## config.mk

```make
export PLATFORM = sky130hd
export DESIGN_NAME = utf8_strict_stream_decoder
export DESIGN_NICKNAME = d
export VERILOG_FILES = /design/src/rtl/core/utf8d_pkg.sv /design/src/rtl/core/utf8d_front.sv /design/src/rtl/core/utf8d_queue.sv /design/src/rtl/core/utf8d_back.sv /design/src/rtl/core/utf8_strict_stream_decoder.sv
export SDC_FILE = /design/constraint.sdc
export NUM_CORES = 1
export LEC_CHECK = 0
export ABC_AREA = 1
export BUFFER_PORTS_ARGS = -buffer_cell sky130_fd_sc_hd__buf_2
export CAP_MARGIN = 20
export CORE_ASPECT_RATIO = 0.9
export CORE_MARGIN = 3
export CORE_UTILIZATION = 54
export CTS_BUF_LIST = sky130_fd_sc_hd__clkbuf_16
export CTS_CLUSTER_DIAMETER = 120
export DETAILED_ROUTE_END_ITERATION = 6
export GPL_TIMING_DRIVEN = 0
export HOLD_SLACK_MARGIN = 0.08
export PLACE_DENSITY = 0.82
export SYNTH_ARGS = -nofsm -noshare
export SYNTH_HDL_FRONTEND = slang
export SYNTH_SLANG_ARGS = --single-unit
```

## constraint.sdc

```tcl
create_clock -name clk -period 3.5 [get_ports clk]
set_input_delay 0.35 -clock clk [delete_from_list [all_inputs] [get_ports clk]]
set_output_delay 0.35 -clock clk [all_outputs]
set_load 0.1 [all_outputs]
```

## src/rtl/core/utf8d_pkg.sv

```systemverilog
// ---------------------------------------------------------------------------
// utf8d_pkg
// types, constants and lead byte helpers shared by the decoder modules
// ---------------------------------------------------------------------------
package utf8d_pkg;

	localparam int CP_W   = 31;
	localparam int QDEPTH = 2;
	localparam int QPTR_W = (QDEPTH > 1) ? $clog2(QDEPTH) : 1;
	localparam int QCNT_W = $clog2(QDEPTH + 1);

	localparam logic [CP_W-1:0] REPLACEMENT = CP_W'(32'h0000_FFFD);

	// one decoded item as it leaves the block
	typedef struct packed {
		logic [CP_W-1:0] code_point;
		logic            is_error;
		logic            run_last;
		logic            stream_last;
	} result_t;

	// everything one input byte produces: one or two results
	typedef struct packed {
		result_t first;
		result_t second;
		logic    two;
	} pair_t;

	typedef struct packed {
		logic              full;
		logic              empty;
		logic [QCNT_W-1:0] count;
	} q_status_t;

	typedef enum logic [1:0] {
		LEAD_ASCII,
		LEAD_OPEN,
		LEAD_BAD
	} lead_kind_t;

	typedef struct packed {
		lead_kind_t kind;
		logic [2:0] cls;
		logic [4:0] bits;
	} lead_t;

	function automatic lead_t lead_decode(input logic [7:0] b);
		lead_t l;
		l.kind = LEAD_BAD;
		l.cls  = 3'd0;
		l.bits = 5'd0;
		if (b < 8'h80) begin
			l.kind = LEAD_ASCII;
		end else if (b >= 8'hC2 && b <= 8'hDF) begin
			l.kind = LEAD_OPEN;
			l.cls  = 3'd1;
			l.bits = b[4:0];
		end else if (b >= 8'hE0 && b <= 8'hEF) begin
			l.kind = LEAD_OPEN;
			l.cls  = 3'd2;
			l.bits = {1'b0, b[3:0]};
		end else if (b >= 8'hF0 && b <= 8'hF7) begin
			l.kind = LEAD_OPEN;
			l.cls  = 3'd3;
			l.bits = {2'b0, b[2:0]};
		end else if (b >= 8'hF8 && b <= 8'hFB) begin
			l.kind = LEAD_OPEN;
			l.cls  = 3'd4;
			l.bits = {3'b0, b[1:0]};
		end else if (b >= 8'hFC && b <= 8'hFD) begin
			l.kind = LEAD_OPEN;
			l.cls  = 3'd5;
			l.bits = {4'b0, b[0]};
		end
		return l;
	endfunction

	// smallest legal value for a sequence class
	function automatic logic [CP_W-1:0] min_for_class(input logic [2:0] cls);
		logic [CP_W-1:0] m;
		unique case (cls)
			3'd1:    m = CP_W'(32'h0000_0080);
			3'd2:    m = CP_W'(32'h0000_0800);
			3'd3:    m = CP_W'(32'h0001_0000);
			3'd4:    m = CP_W'(32'h0020_0000);
			3'd5:    m = CP_W'(32'h0400_0000);
			default: m = '0;
		endcase
		return m;
	endfunction

endpackage

```

## src/rtl/core/utf8d_front.sv

```systemverilog
// ---------------------------------------------------------------------------
// utf8d_front
// accepts bytes, tracks the open sequence and builds the results per byte
// ---------------------------------------------------------------------------
module utf8d_front
	import utf8d_pkg::*;
(
	input  logic        clk,
	input  logic        arst_n,
	input  logic [7:0]  byte_in,
	input  logic        end_of_stream,
	input  logic        byte_valid,
	output logic        byte_ready,
	input  logic        q_full,
	output logic        push,
	output pair_t       push_data
);

	logic [2:0]      rem_q;
	logic [CP_W-1:0] part_q;
	logic [2:0]      cls_q;

	logic [2:0]      rem_d;
	logic [CP_W-1:0] part_d;
	logic [2:0]      cls_d;

	lead_t           lead;
	logic            lead_emit;
	result_t         lead_res;
	result_t         err_res;
	result_t         r0;
	result_t         r1;
	logic            two;
	logic            any;
	logic            cont;
	logic [CP_W-1:0] shifted;
	logic [2:0]      rem_dec;
	logic            accept;

	assign byte_ready = !q_full;
	assign accept     = byte_valid && byte_ready;
	assign lead       = lead_decode(byte_in);
	assign cont       = (byte_in[7:6] == 2'b10);
	assign shifted    = {part_q[CP_W-7:0], byte_in[5:0]};
	assign rem_dec    = rem_q - 3'd1;

	always_comb begin
		err_res            = '0;
		err_res.code_point = REPLACEMENT;
		err_res.is_error   = 1'b1;

		lead_res  = err_res;
		lead_emit = 1'b1;
		unique case (lead.kind)
			LEAD_ASCII: begin
				lead_res            = '0;
				lead_res.code_point = CP_W'(byte_in);
			end
			LEAD_OPEN: lead_emit = end_of_stream;
			LEAD_BAD:  lead_emit = 1'b1;
			default:   lead_emit = 1'b1;
		endcase
	end

	always_comb begin
		r0     = '0;
		r1     = '0;
		two    = 1'b0;
		any    = 1'b0;
		rem_d  = rem_q;
		part_d = part_q;
		cls_d  = cls_q;

		if (rem_q != 3'd0 && cont) begin
			if (rem_dec == 3'd0) begin
				// sequence complete, check for overlong form
				any = 1'b1;
				if (shifted < min_for_class(cls_q)) begin
					r0 = err_res;
				end else begin
					r0.code_point = shifted;
				end
				rem_d  = 3'd0;
				part_d = '0;
				cls_d  = 3'd0;
			end else if (end_of_stream) begin
				any    = 1'b1;
				r0     = err_res;
				rem_d  = 3'd0;
				part_d = '0;
				cls_d  = 3'd0;
			end else begin
				rem_d  = rem_dec;
				part_d = shifted;
			end
		end else begin
			// broken sequence reports first, then byte is taken as a lead
			if (rem_q != 3'd0) begin
				any = 1'b1;
				r0  = err_res;
				if (lead_emit) begin
					r1  = lead_res;
					two = 1'b1;
				end
			end else if (lead_emit) begin
				any = 1'b1;
				r0  = lead_res;
			end
			if (lead.kind == LEAD_OPEN) begin
				rem_d  = lead.cls;
				cls_d  = lead.cls;
				part_d = CP_W'(lead.bits);
			end else begin
				rem_d  = 3'd0;
				part_d = '0;
				cls_d  = 3'd0;
			end
		end

		if (end_of_stream) begin
			rem_d  = 3'd0;
			part_d = '0;
			cls_d  = 3'd0;
		end

		if (two) begin
			r1.run_last    = 1'b1;
			r1.stream_last = end_of_stream;
		end else begin
			r0.run_last    = 1'b1;
			r0.stream_last = end_of_stream;
		end
	end

	assign push             = accept && any;
	assign push_data.first  = r0;
	assign push_data.second = r1;
	assign push_data.two    = two;

	always_ff @(posedge clk or negedge arst_n) begin
		if (!arst_n) begin
			rem_q  <= 3'd0;
			part_q <= '0;
			cls_q  <= 3'd0;
		end else if (accept) begin
			rem_q  <= rem_d;
			part_q <= part_d;
			cls_q  <= cls_d;
		end
	end

endmodule

```

## src/rtl/core/utf8d_queue.sv

```systemverilog
// ---------------------------------------------------------------------------
// utf8d_queue
// short fifo of per-byte result pairs between front and back
// ---------------------------------------------------------------------------
module utf8d_queue
	import utf8d_pkg::*;
(
	input  logic      clk,
	input  logic      arst_n,
	input  logic      push,
	input  pair_t     push_data,
	input  logic      pop,
	output pair_t     head,
	output q_status_t status
);

	pair_t             slot_q [QDEPTH];
	logic [QPTR_W-1:0] wr_q;
	logic [QPTR_W-1:0] rd_q;
	logic [QCNT_W-1:0] count_q;

	function automatic logic [QPTR_W-1:0] ptr_next(input logic [QPTR_W-1:0] p);
		logic [QPTR_W-1:0] n;
		if (p == QPTR_W'(QDEPTH - 1)) begin
			n = '0;
		end else begin
			n = p + QPTR_W'(1);
		end
		return n;
	endfunction

	assign head         = slot_q[rd_q];
	assign status.full  = (count_q == QCNT_W'(QDEPTH));
	assign status.empty = (count_q == '0);
	assign status.count = count_q;

	always_ff @(posedge clk) begin
		if (push) begin
			slot_q[wr_q] <= push_data;
		end
	end

	always_ff @(posedge clk or negedge arst_n) begin
		if (!arst_n) begin
			wr_q    <= '0;
			rd_q    <= '0;
			count_q <= '0;
		end else begin
			if (push) begin
				wr_q <= ptr_next(wr_q);
			end
			if (pop) begin
				rd_q <= ptr_next(rd_q);
			end
			if (push && !pop) begin
				count_q <= count_q + QCNT_W'(1);
			end else if (pop && !push) begin
				count_q <= count_q - QCNT_W'(1);
			end
		end
	end

endmodule

```

## src/rtl/core/utf8d_back.sv

```systemverilog
// ---------------------------------------------------------------------------
// utf8d_back
// unpacks result pairs and drives the registered output channel
// ---------------------------------------------------------------------------
module utf8d_back
	import utf8d_pkg::*;
(
	input  logic            clk,
	input  logic            arst_n,
	input  pair_t           head,
	input  logic            q_empty,
	output logic            pop,
	output logic [CP_W-1:0] code_point,
	output logic            is_error,
	output logic            run_last,
	output logic            stream_last,
	output logic            cp_valid,
	input  logic            cp_ready
);

	result_t    first_q;
	result_t    second_q;
	logic [1:0] cnt_q;
	logic       take;
	logic       need_load;

	assign cp_valid    = (cnt_q != 2'd0);
	assign take        = cp_valid && cp_ready;
	assign need_load   = (cnt_q == 2'd0) || (take && cnt_q == 2'd1);
	assign pop         = need_load && !q_empty;

	assign code_point  = first_q.code_point;
	assign is_error    = first_q.is_error;
	assign run_last    = first_q.run_last;
	assign stream_last = first_q.stream_last;

	always_ff @(posedge clk) begin
		if (pop) begin
			first_q  <= head.first;
			second_q <= head.second;
		end else if (take && cnt_q == 2'd2) begin
			first_q <= second_q;
		end
	end

	always_ff @(posedge clk or negedge arst_n) begin
		if (!arst_n) begin
			cnt_q <= 2'd0;
		end else if (pop) begin
			cnt_q <= head.two ? 2'd2 : 2'd1;
		end else if (take) begin
			cnt_q <= cnt_q - 2'd1;
		end
	end

endmodule

```

## src/rtl/core/utf8_strict_stream_decoder.sv

```systemverilog
// ---------------------------------------------------------------------------
// utf8_strict_stream_decoder
// extended six-byte utf-8 decoder, one byte in, zero to two code points out
// ---------------------------------------------------------------------------
//  channel | ports                                  | direction
//  --------+----------------------------------------+----------
//  byte    | byte_valid byte_ready byte_in          | in
//          | end_of_stream                          |
//  cp      | cp_valid cp_ready code_point is_error  | out
//          | run_last stream_last                   |
//
//  one byte is taken per cycle; the front decodes it in the cycle it is taken
//  a result pair is registered in a queue slot, then in the output register
//  the output register drains one item per cycle while cp_ready is high, so
//  a byte's two results (broken sequence then a new lead) drain in turn
//  the two-entry queue decouples the sides; byte_ready drops only when full
//  arst_n clears the open sequence, the queue pointers and the output valid
// ---------------------------------------------------------------------------
module utf8_strict_stream_decoder
	import utf8d_pkg::*;
(
	input  logic            clk,
	input  logic            arst_n,
	input  logic [7:0]      byte_in,
	input  logic            end_of_stream,
	input  logic            byte_valid,
	output logic            byte_ready,
	output logic [CP_W-1:0] code_point,
	output logic            is_error,
	output logic            run_last,
	output logic            stream_last,
	output logic            cp_valid,
	input  logic            cp_ready
);

	// front to queue
	logic      push;
	pair_t     push_data;

	// queue to back
	pair_t     head;
	logic      pop;
	q_status_t q_status;

	// byte decode and sequence state
	utf8d_front u_front (
		.clk           (clk),
		.arst_n        (arst_n),
		.byte_in       (byte_in),
		.end_of_stream (end_of_stream),
		.byte_valid    (byte_valid),
		.byte_ready    (byte_ready),
		.q_full        (q_status.full),
		.push          (push),
		.push_data     (push_data)
	);

	// one entry per byte that produced anything
	utf8d_queue u_queue (
		.clk       (clk),
		.arst_n    (arst_n),
		.push      (push),
		.push_data (push_data),
		.pop       (pop),
		.head      (head),
		.status    (q_status)
	);

	// pair unpacking and output register
	utf8d_back u_back (
		.clk         (clk),
		.arst_n      (arst_n),
		.head        (head),
		.q_empty     (q_status.empty),
		.pop         (pop),
		.code_point  (code_point),
		.is_error    (is_error),
		.run_last    (run_last),
		.stream_last (stream_last),
		.cp_valid    (cp_valid),
		.cp_ready    (cp_ready)
	);

	// an error item always carries the replacement character
	a_err_is_replacement: assert property (@(posedge clk) disable iff (!arst_n)
		cp_valid && is_error |-> code_point == REPLACEMENT)
		else $error("error item without replacement code point");

	// the final item of a stream also closes its byte
	a_stream_last_run_last: assert property (@(posedge clk) disable iff (!arst_n)
		cp_valid && stream_last |-> run_last)
		else $error("stream_last without run_last");

	// queue occupancy stays within its depth
	a_queue_bound: assert property (@(posedge clk) disable iff (!arst_n)
		q_status.count <= QCNT_W'(QDEPTH))
		else $error("queue overflow");

	// a pop from an empty queue or a push into a full one never happens
	a_queue_guard: assert property (@(posedge clk) disable iff (!arst_n)
		!(pop && q_status.empty) && !(push && q_status.full))
		else $error("queue misuse");

endmodule
```

# Word level (Yosys, flattened, before mapping)

Memory sizes are Yosys's and may differ from the RTL's.
Cells that the tools add are included.

Memories: 1
Bits in writable memories: 138
Register bits: 105
Word-level logic and storage cells: 126

Memory list:

| name           | depth | bits a word | rd ports | clocked after Yosys merged registers in | write ports | RTL line          | source |
|---|---|---|---|---|---|---|---|
| u_queue.slot_q | 2     | 69          | 1        | 0                                       | 1           | utf8d_queue.sv:17 | `pair_t slot_q [QDEPTH];` |

Muxes and demuxes: 52
Order comparisons: 12
Reduce and logical (&&, ||, !) cells: 29
Eq/ne operators: 11
Add/subtract/negate cells: 6

Operators by type and width:

| kind                                                                | number |
|---|---|
| 34-bit 2-to-1 mux                                                   | 7 |
| 27-bit case mux with 5 select lines                                 | 1 |
| 31-bit 2-to-1 mux                                                   | 3 |
| 25-bit 2-to-1 mux                                                   | 3 |
| 19-bit 2-to-1 mux                                                   | 3 |
| 10-bit 2-to-1 mux                                                   | 5 |
| 8-bit >= comparator (second input constant)                         | 5 |
| 8-bit <= comparator (second input constant)                         | 5 |
| 31-bit < comparator                                                 | 1 |
| 3-bit 2-to-1 mux                                                    | 8 |
| 2-bit 2-to-1 mux                                                    | 8 |
| 1-bit logical AND                                                   | 14 |
| 1-bit 2-to-1 mux                                                    | 12 |
| 8-bit < comparator (second input constant)                          | 1 |
| 8-bit 2-to-1 mux                                                    | 1 |
| 2-bit nonzero test                                                  | 4 |
| 2-bit == test (second input constant)                               | 3 |
| 3-bit by 2-bit == test with 1-bit output (second input constant)    | 2 |
| 3-bit == test (second input constant)                               | 2 |
| 2-bit zero test                                                     | 3 |
| 5-bit 2-to-1 mux                                                    | 1 |
| 2-bit by 1-bit == test with 1-bit output (second input constant)    | 2 |
| 1-bit zero test                                                     | 4 |
| 2-bit by 1-bit subtractor with 2-bit output (second input constant) | 2 |
| 9 further kinds                                                     | 10 |

# Depth between registers and ports, before layout

Depth in word-level cells: 18
Gate-level depth with buffers: 15
Mapped depth without buffers: 14

# Hierarchy

A second synthesis with hierarchy kept.

Cell total of the unflattened synthesis: 819
Area, all modules: 10890.4 um2

Modules (own cells, without submodules):

| module      | cells an instance | times used | area an instance (um2) | seq. area each (um2) |
|---|---|---|---|---|
| utf8d_queue | 240               | 1          | 5537.8                 | 4244.1 |
| utf8d_back  | 206               | 1          | 2696.3                 | 2092.0 |
| utf8d_front | 373               | 1          | 2656.3                 | 775.7 |

# Least setup slack after synthesis

OpenSTA, ideal clock, no wires.

Kind: flip-flop to flip-flop
Start: register u_queue.count_q[0]
End: memory u_queue.slot_q[1][10] (netlist bit) (enable)
Stages on the path, launching flop included: 9
Path buffers: 0
Path slack: -0.585 ns
Data arrival time: 3.638 ns
Library setup time: 0.448 ns
Period minus slack after synthesis: 4.085 ns
Cell sequence: dfrtp_1 inv_1 nand2_1 nand2_1 clkinv_1 o21ai_2 inv_2 nand2_4 nor2_1

Word-level cells in the longest chain between the ends: 6

Ends and longest elaborated chain:

| element                                | RTL line                         | source |
|---|---|---|
| start, declared                        | utf8d_queue.sv:20                | `logic [QCNT_W-1:0] count_q;` |
| start signal, assigned                 | utf8d_queue.sv:56                | `count_q <= count_q + QCNT_W'(1);` |
| start signal, assigned                 | utf8d_queue.sv:58                | `count_q <= count_q - QCNT_W'(1);` |
| 2-bit == test                          | utf8d_queue.sv:33                | `assign status.full = (count_q == QCNT_W'(QDEPTH));` |
| 1-bit zero test                        | utf8d_front.sv:40                | `assign byte_ready = !q_full;` |
| via byte_ready                         | utf8_strict_stream_decoder.sv:27 | `output logic byte_ready,` |
| 1-bit logical AND                      | utf8d_front.sv:41                | `assign accept = byte_valid && byte_ready;` |
| 1-bit logical AND                      | utf8d_front.sv:135               | `assign push = accept && any;` |
| 1-bit 2-to-1 mux                       | utf8d_queue.sv:38                | `if (push) begin` |
| 1-bit 2-to-1 mux (not written as such) | utf8d_queue.sv:39                | `slot_q[wr_q] <= push_data;` |
| end, declared                          | utf8d_queue.sv:17                |  |

The timed path passes the listed nets, and every way through them passes these cells.

# Worst setup path after layout

Start: register u_back.cnt_q[0]
End: register u_back.first_q (netlist bit u_back.code_point[28]) (enable)

Word-level cells in the longest chain between the ends: 6

Ends and longest elaborated chain:

| element                               | RTL line         | source |
|---|---|---|
| start, declared                       | utf8d_back.sv:23 | `logic [1:0] cnt_q;` |
| start signal, assigned                | utf8d_back.sv:50 | `cnt_q <= head.two ? 2'd2 : 2'd1;` |
| start signal, assigned                | utf8d_back.sv:52 | `cnt_q <= cnt_q - 2'd1;` |
| 2-bit nonzero test                    | utf8d_back.sv:27 | `assign cp_valid = (cnt_q != 2'd0);` |
| 1-bit logical AND                     | utf8d_back.sv:28 | `assign take = cp_valid && cp_ready;` |
| 1-bit logical AND                     | utf8d_back.sv:29 | `assign need_load = (cnt_q == 2'd0) \|\| (take && cnt_q == 2'd1);` |
| 1-bit logical OR                      | utf8d_back.sv:29 |  |
| 1-bit logical AND                     | utf8d_back.sv:30 | `assign pop = need_load && !q_empty;` |
| 2-bit nonzero test (no source line) * | -                |  |
| end signal, assigned                  | utf8d_back.sv:39 | `first_q <= head.first;` |
| end signal, assigned                  | utf8d_back.sv:42 | `first_q <= second_q;` |
| end, declared                         | utf8d_back.sv:21 | `result_t first_q;` |

Every way passes the cells marked *; elsewhere a longest branch is shown, timed or not.
A chain may end at the register's enable or synchronous reset.

==> results.toml <==
[outcome]
status = "finished clean"

[timing]
worst_slew_pin_slew_ns = 0.8722
finalSetupTns_ns = 0
finClkSkew_ns = 0.01039
fmax_ghz = 0.3707
rsz0062_at_grt = "false"
timing.slew.headroom_pct = 41.86
hold_viol_final = 0
slew_viol_final = 0
whs_ns = 0.2162
post-route-period-util_pct = 77.07
finalSetupViolCount = 0
period_minus_slack_ns = 2.698
postLayoutSetupSlackWorst_ns = 0.8024

[cts]
cts_max_level = 4
cts.sink_count = 172
cts_hold_buf = 1
cts_resized = 0
cts_root_buffer = "clkbuf_16"
clk_pin_slew_ns = 0.06
cts_buffers = 17
cts.path.max_buffers = 2
post_cts_buffers = 0
cts_tree = "built"
worstSkewPairLatency_ns = 0.43

[worst_setup_path]
end_kind = "register"
cp_max_fo = 22
worstSetupStartpoint = "u_back.cnt_q[0]"
start_kind = "register"
crit_arrival_ns = 2.88
r2r_slack_ns = 0.80
critical_path_class = "register to register"
r2r_cells = 8
r2r-end = "u_back.code_point[28]"
critPathCapture = "u_back.code_point[28]"
crit_required_ns = 3.68
r2r-start = "u_back.cnt_q[0]"

[final_layout]
final_cells = 909
drive_gt1_share_pct = 16.24
diodes = 0
fillCellCount = 908
final_nets = 756
fin_area_um2 = 8451
syn2layout_area_growth_pct = 15.59

[synthesis]
yosysMostFrequentCell = "nand2_1"
syn_nets = 685
synth_commonest_cells = "184 x nand2_1, 135 x edfxtp_1, 64 x nor2_1, 58 x inv_1, 37 x dfrtp_1"
synth_area_leaders = "edfxtp_1 55%, dfrtp_1 13%, nand2_1 9.4%"
synth_top_area_share_pct = 55.45
synth_area_per_cell_um2 = 11.06
yosysUniqueCellTypes = 38
yosys.area.top_type = "edfxtp_1"
synthArstFlopShare_pct = 21.51
synth_warnings = 0
synth_edf_count = 135
ys.flop_type = "edfxtp_1"
yosysSeqAreaShare_pct = 68.12
ys_ff_latch = 172
synth_area_um2 = 7311
syn_inst = 661

[route]
drt-pass1-iter-count = 6
avgViaCountPerCell = 5.662
route.vias.total = 5147
routed_wl_mm = 15.93
antenna_left = 0
drt_iter0_markers = 558
wl_per_cell_um = 17.52
drc = 0

[placement]
gp_congestion = 0.8974
dp.cells = 875
dp_slack_ns = 0.8143
place_area_um2 = 7826
port_buffers = 47
dpl.hpwl_mm = 10.78

[power_and_ir_drop]
p_switching_uw = 3983
leakagePower_uw = 0.003473
clkPwrFrac_pct = 21.4
vdd_drop_max_v = 0.0006322
p_int_uw = 4872
power_frac_seq_pct = 36.8
combPwrFrac_pct = 41.8
p_per_area_nw_per_um2 = 1048
power_switching_share_pct = 44.98

[die]
fp.dieW_um = 128.7
std_cell_rows = 39
die_h_um = 116.4
core_area_um2 = 12980
dieArea_um2 = 14970
io_pins = 49
start_util_pct = 56.32

[worst_hold_path]
worstHoldPathType = "input pin to register"

[global_route]
grt_pass1_vias = 5037
grt_pass1_wl_mm = 25.80
antenna_found_initial = 0
grt_overflow = 0
grt_max_degree = 38
grt_util_all_layers_pct = 22.74

[job]
maxCapViolCount = 0
[critical path, cell delays in order (launching register included)]
cell and delay [ns]:
dfrtp_1 0.37, inv_1 0.08, ha_1 0.21, inv_1 0.07, nand2_1 0.05, o21ai_1 0.19
clkbuf_1 0.48, nand2_1 0.61, buf_16 0.37
[per-layer routing]
metal | part of all wire, % | GRT usage (%) | vias up
met5 | 0 | 0 | -
met4 | 1.9 | 8.887 | 0
met3 | 8.5 | 4.893 | 26
met2 | 49 | 37.19 | 286
met1 | 40 | 30.20 | 2439
li1 | - | - | 2396
[cells in the final DEF, fill, tap and decap left out, types with 17 or more instances in the layout]
cell	instances
nor2_1	63
buf_2	52
inv_1	58
nand2_1	184
dfrtp_1	37
clkbuf_16	17
edfxtp_1	135
o22ai_1	22
a21oi_1	30
[sequential cells by signal (all words and copies together) (netlist names)]
name / count
u_back.cnt_q: 2
u_back.code_point: 31
u_back.is_error: 1
u_back.run_last: 1
u_back.second_q: 11
u_back.stream_last: 1
u_front.cls_q: 3
u_front.part_q: 25
u_front.rem_q: 3
u_queue.count_q: 2
u_queue.rd_q: 1
u_queue.slot_q: 90
u_queue.wr_q: 1
[metrics by stage]
step | utilization [%] | total power [µW]
global route | 65.11 | 9239
global placement | 59.74 | 6710
floorplan | - | 6099
detailed placement | 60.30 | 6935
finish | 65.11 | 8856
CTS | 64.99 | 8837
[layout make-up]
class                           instances  area [µm²]  area share [%]
Sequential cell                       172        4980           58.93
Multi-Input combinational cell        398        1964           23.25
Clock buffer                           17       425.4           5.034
Timing Repair Buffer                   52       327.8           3.879
Inverter                               67       251.5           2.976
Tap cell                              164       205.2           2.428
Clock inverter                         15       173.9           2.058
Buffer                                 24       122.6           1.451
[kinds of logic after synthesis]
kind of cell             synth area share, %
AO/OA/AOI/OAI                          6.589
XOR/XNOR                              0.4793
adder cells (fa/ha/maj)                1.883
buffers and inverters                  5.117
flip-flops                             68.12
AND/OR/NAND/NOR                        17.82
[worst min-delay path by stage]
stage | slack (ns) | endpoint | from | cells after the start
after floorplan | 0.05 | u_back.cnt_q[0] | arst_n | 0
after global placement | 0.46 | u_queue.wr_q | u_queue.wr_q | 2
after detailed placement | 0.48 | u_queue.wr_q | u_queue.wr_q | 2
after CTS | 0.20 | u_front.part_q[0] | byte_in[0] | 3
after global routing | 0.25 | u_front.part_q[0] | byte_in[0] | 3
final | 0.22 | u_front.part_q[0] | byte_in[0] | 3
[power groups by stage]
stage	sequential, µW	combinational (µW)	clock (µW)
CTS	3260	3680	1900
detailed placement	3300	3640	0
global route	3310	3940	1990
finish	3260	3700	1890
global placement	3280	3430	0
floorplan	4790	1300	0
No activity file was read; power rests on OpenSTA's default activity.
